### config.mk
export PLATFORM = sky130hd
export DESIGN_NAME = buddy_block_allocator
export DESIGN_NICKNAME = d
export VERILOG_FILES = /design/src/bba_pkg.sv /design/src/buddy_block_allocator.sv /design/src/bba_dp.sv /design/src/bba_ctrl.sv
export SDC_FILE = /design/constraint.sdc
export NUM_CORES = 2
export LEC_CHECK = 0
export ABC_AREA = 1
export BUFFER_PORTS_ARGS = -buffer_cell sky130_fd_sc_hd__buf_2
export CAP_MARGIN = 10
export CORE_ASPECT_RATIO = 0.7
export CORE_MARGIN = 5
export CORE_UTILIZATION = 50
export DETAILED_ROUTE_END_ITERATION = 12
export PLACE_DENSITY = 0.75
export SYNTH_ARGS = -nofsm -noshare
export SYNTH_HDL_FRONTEND = slang
export SYNTH_SLANG_ARGS = --single-unit
### constraint.sdc
create_clock -name clk -period 26.1 [get_ports clk]
set_clock_uncertainty 0.1 [all_clocks]
set_input_delay 2.61 -clock clk [delete_from_list [all_inputs] [get_ports clk]]
set_output_delay 2.61 -clock clk [all_outputs]
set_load 0.005 [all_outputs]
### src/bba_pkg.sv
// ----------------------------------------------------------------------------
// bba_pkg: shared types for the buddy block allocator
// Payload structs, status codes, granule table entry, controller commands.
// ----------------------------------------------------------------------------
`default_nettype none

package bba_pkg;

	// order field width covers every supported arena order
	localparam int ORD_W  = 5;
	localparam int NEED_W = 17;

	typedef enum logic [1:0] {
		ST_OK      = 2'd0,
		ST_NOMEM   = 2'd1,
		ST_TOOBIG  = 2'd2,
		ST_INVALID = 2'd3
	} status_t;

	typedef enum logic {
		ACT_ALLOC = 1'b0,
		ACT_FREE  = 1'b1
	} action_t;

	typedef struct packed {
		logic        action;
		logic [15:0] request_size;
		logic [13:0] free_offset;
	} in_t;

	typedef struct packed {
		logic [1:0]  status;
		logic [13:0] data_offset;
		logic [3:0]  block_order;
	} out_t;

	// one granule table entry
	typedef struct packed {
		logic             head;
		logic             free;
		logic [ORD_W-1:0] order;
	} entry_t;

	typedef enum logic [3:0] {
		OP_NONE,
		OP_LOAD,
		OP_READ_PTR,
		OP_READ_G,
		OP_READ_BUDDY,
		OP_SCAN,
		OP_SPLIT,
		OP_GRANT,
		OP_CHECK,
		OP_MERGE,
		OP_RELEASE,
		OP_RESULT
	} op_t;

	typedef struct packed {
		op_t     op;
		status_t st;
	} cmd_t;

	typedef struct packed {
		logic act;
		logic too_big;
		logic k_big;
		logic pre_bad;
		logic scan_done;
		logic found;
		logic split_more;
		logic head_ok;
		logic k_in;
		logic merge_ok;
	} sts_t;

	typedef enum logic [3:0] {
		S_IDLE,
		S_PRE,
		S_SC_RD,
		S_SC_EV,
		S_SPLIT,
		S_FR_RD,
		S_FR_EV,
		S_BD_RD,
		S_BD_EV,
		S_RELEASE,
		S_FIN
	} state_t;

endpackage

`default_nettype wire

### src/buddy_block_allocator.sv
// ----------------------------------------------------------------------------
// buddy_block_allocator: binary buddy allocator over one granule table
// Allocate picks the lowest-address free block of the smallest fitting order
// and splits it down; free merges with free buddies upward.
//
//   channel  dir  handshake              payload
//   in       in   in_valid / in_ready    in_data  (action, size, offset)
//   out      out  out_valid / out_ready  out_data (status, offset, order)
//
// Steps: an allocate walks the block list, reading (S_SC_RD) and evaluating
// (S_SC_EV) each block headed in the arena, then splits in S_SPLIT once per
// order above the request. A free reads and checks its block, then reads each
// buddy and merges while it is free. Setup (S_PRE) and result (S_FIN) come too.
// Reset: table valid bits clear at once; no clearing pass.
// A finished result waits in the output register; the next transaction is
// taken as soon as the result is loaded there.
// ----------------------------------------------------------------------------
`default_nettype none

module buddy_block_allocator #(
	parameter int ARENA_ORDER  = 14,
	parameter int MIN_ORDER    = 6,
	parameter int HEADER_BYTES = 64,
	parameter int BUDDY_LIMIT  = 512
) (
	input  wire           clk,
	input  wire           arst_n,
	input  wire           in_valid,
	output logic          in_ready,
	input  bba_pkg::in_t  in_data,
	output logic          out_valid,
	input  wire           out_ready,
	output bba_pkg::out_t out_data
);
	import bba_pkg::*;

	cmd_t cmd;
	sts_t sts;

	// sequencing
	bba_ctrl u_ctrl (
		.clk       (clk),
		.arst_n    (arst_n),
		.in_valid  (in_valid),
		.in_ready  (in_ready),
		.out_valid (out_valid),
		.out_ready (out_ready),
		.sts       (sts),
		.cmd       (cmd)
	);

	// table and arithmetic
	bba_dp #(
		.ARENA_ORDER  (ARENA_ORDER),
		.MIN_ORDER    (MIN_ORDER),
		.HEADER_BYTES (HEADER_BYTES),
		.BUDDY_LIMIT  (BUDDY_LIMIT)
	) u_dp (
		.clk      (clk),
		.arst_n   (arst_n),
		.in_data  (in_data),
		.cmd      (cmd),
		.sts      (sts),
		.out_data (out_data)
	);

endmodule

`default_nettype wire

### src/bba_dp.sv
// ----------------------------------------------------------------------------
// bba_dp: allocator datapath
// Granule table memory with per-entry valid bits, scan/split/merge registers
// and the result register.
// ----------------------------------------------------------------------------
`default_nettype none

module bba_dp #(
	parameter int ARENA_ORDER  = 14,
	parameter int MIN_ORDER    = 6,
	parameter int HEADER_BYTES = 64,
	parameter int BUDDY_LIMIT  = 512
) (
	input  wire             clk,
	input  wire             arst_n,
	input  bba_pkg::in_t    in_data,
	input  bba_pkg::cmd_t   cmd,
	output bba_pkg::sts_t   sts,
	output bba_pkg::out_t   out_data
);
	import bba_pkg::*;

	localparam int GW    = ARENA_ORDER - MIN_ORDER;
	localparam int NGRAN = 1 << GW;

	localparam logic [ORD_W-1:0] ORD_MIN   = ORD_W'(MIN_ORDER);
	localparam logic [ORD_W-1:0] ORD_ARENA = ORD_W'(ARENA_ORDER);

	// granule table and valid bits
	entry_t           mem_q [NGRAN];
	logic [NGRAN-1:0] vld_q;

	entry_t           rd_q;
	logic             rd_vld_q;
	logic             rd_zero_q;

	logic             act_q;
	logic             too_big_q;
	logic             k_big_q;
	logic             pre_bad_q;
	logic [ORD_W-1:0] k_q;
	logic [ORD_W-1:0] j_q;
	logic [GW-1:0]    ptr_q;
	logic [GW-1:0]    g_q;
	logic             found_q;
	out_t             res_q;

	entry_t           ent;
	logic [NEED_W-1:0] need_c;
	logic [ORD_W-1:0] k_c;
	int               addr_c;
	logic             pre_bad_c;
	logic             hit_c;
	logic [GW:0]      nxt_c;
	logic [GW-1:0]    buddy_c;
	logic [GW-1:0]    lo_c;
	logic [GW-1:0]    hi_c;
	logic             rd_en;
	logic [GW-1:0]    rd_addr;
	logic             we;
	logic [GW-1:0]    wa;
	entry_t           wd;
	logic [31:0]      off_c;

	// entry seen through its valid bit; unwritten entries read as reset
	always_comb begin
		if (rd_vld_q) begin
			ent = rd_q;
		end else if (rd_zero_q) begin
			ent = '{head: 1'b1, free: 1'b1, order: ORD_ARENA};
		end else begin
			ent = '0;
		end
	end

	// request decode: size class and free address checks
	always_comb begin
		need_c = NEED_W'(in_data.request_size) + NEED_W'(HEADER_BYTES);
		k_c    = ORD_W'(NEED_W);
		for (int i = NEED_W; i >= MIN_ORDER; i--) begin
			if (32'(need_c) <= (32'd1 << i)) begin
				k_c = ORD_W'(i);
			end
		end
		addr_c    = int'(in_data.free_offset) - HEADER_BYTES;
		pre_bad_c = (int'(in_data.free_offset) < HEADER_BYTES)
			|| ((addr_c & ((1 << MIN_ORDER) - 1)) != 0)
			|| ((addr_c >> MIN_ORDER) >= NGRAN);
	end

	// scan step, buddy and merge addresses
	always_comb begin
		hit_c   = ent.head && ent.free && (ent.order >= k_q)
			&& (!found_q || (ent.order < j_q));
		nxt_c   = {1'b0, ptr_q} + ((GW+1)'(1) << (ent.order - ORD_MIN));
		buddy_c = g_q ^ (GW'(1) << (k_q - ORD_MIN));
		lo_c    = (buddy_c < g_q) ? buddy_c : g_q;
		hi_c    = (buddy_c < g_q) ? g_q : buddy_c;
	end

	// status to the controller
	always_comb begin
		sts.act        = act_q;
		sts.too_big    = too_big_q;
		sts.k_big      = k_big_q;
		sts.pre_bad    = pre_bad_q;
		sts.scan_done  = nxt_c[GW] || (hit_c && (ent.order == k_q));
		sts.found      = found_q || hit_c;
		sts.split_more = j_q > k_q;
		sts.head_ok    = ent.head && !ent.free;
		sts.k_in       = (k_q >= ORD_MIN) && (k_q < ORD_ARENA);
		sts.merge_ok   = ent.head && ent.free && (ent.order == k_q);
	end

	// memory port control
	always_comb begin
		rd_en   = 1'b0;
		rd_addr = ptr_q;
		we      = 1'b0;
		wa      = g_q;
		wd      = '0;
		case (cmd.op)
			OP_READ_PTR: begin
				rd_en = 1'b1;
			end
			OP_READ_G: begin
				rd_en   = 1'b1;
				rd_addr = g_q;
			end
			OP_READ_BUDDY: begin
				rd_en   = 1'b1;
				rd_addr = buddy_c;
			end
			OP_SPLIT: begin
				we = 1'b1;
				wa = g_q + (GW'(1) << (j_q - ORD_W'(MIN_ORDER + 1)));
				wd = '{head: 1'b1, free: 1'b1, order: j_q - ORD_W'(1)};
			end
			OP_GRANT: begin
				we = 1'b1;
				wd = '{head: 1'b1, free: 1'b0, order: k_q};
			end
			OP_MERGE: begin
				we = 1'b1;
				wa = hi_c;
			end
			OP_RELEASE: begin
				we = 1'b1;
				wd = '{head: 1'b1, free: 1'b1, order: k_q};
			end
			default: begin
			end
		endcase
	end

	// table memory
	always_ff @(posedge clk) begin
		if (we) begin
			mem_q[wa] <= wd;
		end
		if (rd_en) begin
			rd_q <= mem_q[rd_addr];
		end
	end

	// valid bits and read tag
	always_ff @(posedge clk or negedge arst_n) begin
		if (!arst_n) begin
			vld_q     <= '0;
			rd_vld_q  <= 1'b0;
			rd_zero_q <= 1'b0;
		end else begin
			if (we) begin
				vld_q[wa] <= 1'b1;
			end
			if (rd_en) begin
				rd_vld_q  <= vld_q[rd_addr];
				rd_zero_q <= (rd_addr == '0);
			end
		end
	end

	assign off_c = (32'(g_q) << MIN_ORDER) + 32'(HEADER_BYTES);

	// working registers
	always_ff @(posedge clk) begin
		case (cmd.op)
			OP_LOAD: begin
				act_q     <= in_data.action;
				too_big_q <= (32'(need_c) > 32'(BUDDY_LIMIT));
				k_big_q   <= (k_c > ORD_ARENA);
				k_q       <= k_c;
				pre_bad_q <= pre_bad_c;
				ptr_q     <= '0;
				found_q   <= 1'b0;
				g_q       <= GW'(addr_c >> MIN_ORDER);
			end
			OP_SCAN: begin
				ptr_q <= nxt_c[GW-1:0];
				if (hit_c) begin
					found_q <= 1'b1;
					g_q     <= ptr_q;
					j_q     <= ent.order;
				end
			end
			OP_SPLIT: begin
				j_q <= j_q - ORD_W'(1);
			end
			OP_CHECK: begin
				k_q <= ent.order;
			end
			OP_MERGE: begin
				g_q <= lo_c;
				k_q <= k_q + ORD_W'(1);
			end
			OP_RESULT: begin
				if (cmd.st == ST_OK) begin
					res_q <= '{status: ST_OK, data_offset: off_c[13:0],
						block_order: k_q[3:0]};
				end else begin
					res_q <= '{status: cmd.st, data_offset: '0, block_order: '0};
				end
			end
			default: begin
			end
		endcase
	end

	assign out_data = res_q;

endmodule

`default_nettype wire

### src/bba_ctrl.sv
// ----------------------------------------------------------------------------
// bba_ctrl: allocator controller
// Sequences scan, split, free check and merge steps; owns the handshakes.
// ----------------------------------------------------------------------------
`default_nettype none

module bba_ctrl (
	input  wire            clk,
	input  wire            arst_n,
	input  wire            in_valid,
	output logic           in_ready,
	output logic           out_valid,
	input  wire            out_ready,
	input  bba_pkg::sts_t  sts,
	output bba_pkg::cmd_t  cmd
);
	import bba_pkg::*;

	state_t  state_q;
	state_t  state_d;
	status_t st_q;
	status_t st_d;
	logic    out_valid_q;
	logic    out_load;

	// state register
	always_ff @(posedge clk or negedge arst_n) begin
		if (!arst_n) begin
			state_q     <= S_IDLE;
			st_q        <= ST_OK;
			out_valid_q <= 1'b0;
		end else begin
			state_q <= state_d;
			st_q    <= st_d;
			if (out_load) begin
				out_valid_q <= 1'b1;
			end else if (out_ready) begin
				out_valid_q <= 1'b0;
			end
		end
	end

	// next state and commands
	always_comb begin
		state_d  = state_q;
		st_d     = st_q;
		cmd.op   = OP_NONE;
		cmd.st   = st_q;
		in_ready = 1'b0;
		out_load = 1'b0;
		case (state_q)
			S_IDLE: begin
				in_ready = 1'b1;
				if (in_valid) begin
					cmd.op  = OP_LOAD;
					state_d = S_PRE;
				end
			end
			S_PRE: begin
				if (sts.act == ACT_FREE) begin
					if (sts.pre_bad) begin
						st_d    = ST_INVALID;
						state_d = S_FIN;
					end else begin
						state_d = S_FR_RD;
					end
				end else if (sts.too_big) begin
					st_d    = ST_TOOBIG;
					state_d = S_FIN;
				end else if (sts.k_big) begin
					st_d    = ST_NOMEM;
					state_d = S_FIN;
				end else begin
					state_d = S_SC_RD;
				end
			end
			S_SC_RD: begin
				cmd.op  = OP_READ_PTR;
				state_d = S_SC_EV;
			end
			S_SC_EV: begin
				cmd.op = OP_SCAN;
				if (!sts.scan_done) begin
					state_d = S_SC_RD;
				end else if (sts.found) begin
					state_d = S_SPLIT;
				end else begin
					st_d    = ST_NOMEM;
					state_d = S_FIN;
				end
			end
			S_SPLIT: begin
				if (sts.split_more) begin
					cmd.op = OP_SPLIT;
				end else begin
					cmd.op  = OP_GRANT;
					st_d    = ST_OK;
					state_d = S_FIN;
				end
			end
			S_FR_RD: begin
				cmd.op  = OP_READ_G;
				state_d = S_FR_EV;
			end
			S_FR_EV: begin
				if (sts.head_ok) begin
					cmd.op  = OP_CHECK;
					state_d = S_BD_RD;
				end else begin
					st_d    = ST_INVALID;
					state_d = S_FIN;
				end
			end
			S_BD_RD: begin
				if (sts.k_in) begin
					cmd.op  = OP_READ_BUDDY;
					state_d = S_BD_EV;
				end else begin
					state_d = S_RELEASE;
				end
			end
			S_BD_EV: begin
				if (sts.merge_ok) begin
					cmd.op  = OP_MERGE;
					state_d = S_BD_RD;
				end else begin
					state_d = S_RELEASE;
				end
			end
			S_RELEASE: begin
				cmd.op  = OP_RELEASE;
				st_d    = ST_OK;
				state_d = S_FIN;
			end
			S_FIN: begin
				if (!out_valid_q || out_ready) begin
					cmd.op   = OP_RESULT;
					out_load = 1'b1;
					state_d  = S_IDLE;
				end
			end
			default: begin
				state_d = S_IDLE;
			end
		endcase
	end

	assign out_valid = out_valid_q;

endmodule

`default_nettype wire
==> summary.txt <==
Detailed routing
  – Max Used Layer: met5
  – WL met2: approximately 110 mm
  – TritonRoute pass-1 iters: 7
  – Avg WL per Cell: about 25 µm
  – Met3 WL: 33.72 mm
  – 1st-iter DRT viols: roughly 9.4k
  – Vias per cell: 6.168
  – Vias: between 60k and 70k
  – DRT met1 WL: about 99 mm
  – Residual DRC count: 0
  – Final wirelength: 249.4 mm
  – Antenna Violating Nets Remaining: 0

Synthesis
  – Sequential element share of the synthesized area: 0.6900
  – Mapped Area: roughly 90000 µm²
  – Syn avg cell area: around 11 µm²
  – Seq cells post-synth: about 2.1k
  – Synth Warn #: 0
  – Synth Instances: between 7k and 8k
  – Top-area cell type share of the netlist area: 0.6162
  – Main area contributors after synthesis: edfxtp_1 62%, dfrtp_1 7.4%, nor2_1 5.4%
  – Post-synth EDFFs: between 1.5k and 2k
  – Ys async rst share: 0.1257
  – Primary FF master, synth: edfxtp_1
  – Post-synth top area cell: edfxtp_1
  – Synth unique cells: 60

GRT
  – Vias in the first global route: 59.02k
  – Pin count of the biggest net entering global routing: about 330
  – Grt ovf: 0
  – GRT Overall Usage: 0.2579
  – Initial antenna violation count: 4
  – Global-route wire length before repair: around 370 mm

Floorplan
  – Die width: roughly 520 µm
  – I/O pin total: 57
  – Initial core utilization: 0.5018
  – Core ar.: roughly 180000 µm²
  – # rows: between 100 and 150
  – Chip height: about 360 µm
  – Die Footprint: 188500 µm²

STA
  – Max Transition Viols Final: 0
  – Count of final hold-check violations: 0
  – Period utilisation layout: 0.2563
  – Peak Freq: around 0.15 GHz
  – Slew @ Worst Pin: between 1 and 1.5 ns
  – # setup viols final: 0
  – RSZ-0062 raised after global routing: no
  – Setup TNS: 0 ns
  – Final Critical Period: around 6.7 ns
  – Final worst slack: a little under 20 ns
  – Rel. slew slack: 0.1264

Clock network
  – Setup Fix Bufs, Post-CTS: 0
  – H-tree depth: 4
  – Hold Buf Count CTS: 0
  – Post-CTS sizing: 0
  – CTS sink cnt: 2109
  – CTS root buf: clkbuf_16
  – Clock latency on the worst-skew pair: ~0.82 ns
  – CTS Buf Count: roughly 180
  – CTS tree: yes
  – CTS clock-pin slew for the worst setup and hold paths: ~0.07 ns
  – Clock tree buffer depth: 3

Pwr
  – Sequential Power Share: 0.407
  – Power Density: around 100 nW/µm²
  – Clock share of power: 0.267
  – Switching pwr: approximately 0.0038 W
  – Worst VDD drop: around 0.00012 V
  – Comb pwr share: 0.327
  – Switching share of power: 0.3811
  – Cell Int Power: 0.006115 W
  – P_leak: between 30 and 40 nW

Finish
  – Layout fillers: around 14k
  – Multi-input logic area: between 20000 and 25000 µm²
  – Reg area: 62000 µm²
  – Nets@finish: 7695
  – Area delta synth->final: 8.096%
  – Most frequent cells in the layout: 1844 x edfxtp_1, 1293 x nor2_1, 865 x nand2_1, 798 x o21ai_0, 520 x nand3_1
  – Commonest non-fill, non-tap cell in the layout: edfxtp_1
  – Ratio of cells with drive above 1 in the final layout: 0.08782
  – Post-route cell area: 97140 µm²

Place
  – Pre-CTS WS: 19.67 ns
  – Post-DP HPWL: between 100 and 150 mm
  – Final Wtd Congestion: 0.9476
  – Dpl cell area: just over 90000 µm²
  – Port-buffer cells: 50

Setup path
  – CP max FO: about 80
  – Crit start category: flop
  – Crit path capture type: flop
  – Worst R2R Setup Slack: 19.41 ns
  – Worst EP arrival: roughly 7.2 ns
  – WP data required: roughly 27 ns
  – Setup crit end: u_dp.rd_q[3]
  – Worst setup path category: reg -> reg
  – Reg2reg path depth: 20
  – R2r startpoint: u_dp.k_q[1]
  – Reg2reg end: u_dp.rd_q[3]
  – Critical Path Start: u_dp.k_q[1]

Min path
  – Hold crit path type: reg -> reg
  – HP Start: u_ctrl.st_q[0]

Flow run
  – Max-Cap Viols: 0

Outcome
  – Status: finished, final reports clean
==> per-stage QoR <==
| stage | total power, W | util | hold WS [ns] | std cells |
|---|---|---|---|---|
| after floorplan | 0.006225 | - | 0.3244 | 7823 |
| after global placement | 0.007129 | 0.5107 | 0.3357 | 9811 |
| after detailed placement | 0.007182 | 0.5107 | 0.3425 | 9811 |
| after CTS | 0.009772 | 0.5424 | 0.3563 | 10140 |
| after global routing | 0.01026 | 0.5424 | 0.3691 | 10140 |
| final | 0.009880 | 0.5424 | 0.3557 | 10150 |
==> sequential cells by signal, indices dropped and copies added (netlist names), 2 cells and up <==
signal / count
u_dp.j_q: 5
u_dp.g_q: 8
u_dp.k_q: 5
u_dp.out_data: 14
u_dp.vld_q: 256
u_dp.ptr_q: 8
u_dp.rd_q: 7
u_ctrl.state_q: 4
u_ctrl.st_q: 2
u_dp.mem_q: 1792
==> cell usage after synthesis, types with 21 or more instances <==
master and number:
edfxtp_1 1844, a21oi_1 151, clkbuf_1 196, or2_2 225, buf_4 40, or2_1 31, o21ai_1 147, dfrtp_1 265
buf_2 243, o22ai_1 94, nand4_1 42, ha_1 43, nor2_1 1295, o21ai_0 803, buf_6 29, o21bai_1 120
or2_0 21, nand2_1 878, inv_1 312, o211ai_1 341, nor3_1 29, nand3_1 522
==> worst min-delay path by stage <==
stage	endpoint	slack, ns	depth (start not counted)
final	u_dp.out_data[18]	0.36	0
after global routing	u_dp.vld_q[136]	0.37	2
after CTS	u_dp.vld_q[2]	0.36	2
after floorplan	u_dp.vld_q[102]	0.32	2
after global placement	u_dp.vld_q[110]	0.34	2
after detailed placement	u_dp.vld_q[2]	0.34	2
==> critical path, stage by stage (launching register included) <==
cell and delay (ns):
edfxtp_1 0.50, ha_1 0.28, a21oi_1 0.25, nand2_1 0.21
nor2_8 0.23, nor2_4 0.10, nand2_2 0.31, nand3_4 0.62
inv_6 0.84, buf_4 0.72, buf_4 0.73, o21ai_0 0.22
o22ai_1 0.17, nand2_1 0.07, nand3_1 0.16, nand3_1 0.13
nand2_1 0.34, nand2_1 0.09, nand2_1 0.09, inv_1 0.04
nand2_1 0.10
==> cell type report <==
cell class	count	area share
Timing Repair Buffer	144	0.01136
Tap cell	2376	0.03060
Clock buffer	252	0.05073
Antenna cell	4	0.0001030
Clock inverter	79	0.007599
Sequential cell	2109	0.6383
Multi-Input combinational cell	4854	0.2482
Inverter	328	0.01312
==> cells by family after synthesis <==
logic type | synth area share
AOI/OAI and AO/OA | 0.1104
xor gates and xnor gates | 0.002144
adders and majority gates | 0.006432
buffers and inverters | 0.04354
DFF | 0.6900
muxes | 0.0005569
other | 0.00004173
and+or+nand+nor | 0.1470
==> power groups by stage <==
stage               clock, W  sequential, W  combinational (W)
floorplan                  0        0.00416            0.00207
global placement           0        0.00408            0.00305
detailed placement         0        0.00408            0.00310
CTS                  0.00264        0.00401            0.00312
global route         0.00279        0.00402            0.00345
finish               0.00263        0.00402            0.00323
==> layer usage <==
metal  global-route usage  vias to the layer above
met2               0.3778                     4221
met1               0.3704                    30530
met5                    0                        -
met4              0.08851                        2
li1                     -                    27270
met3              0.07521                      564
(Power assumes the default switching activity.)
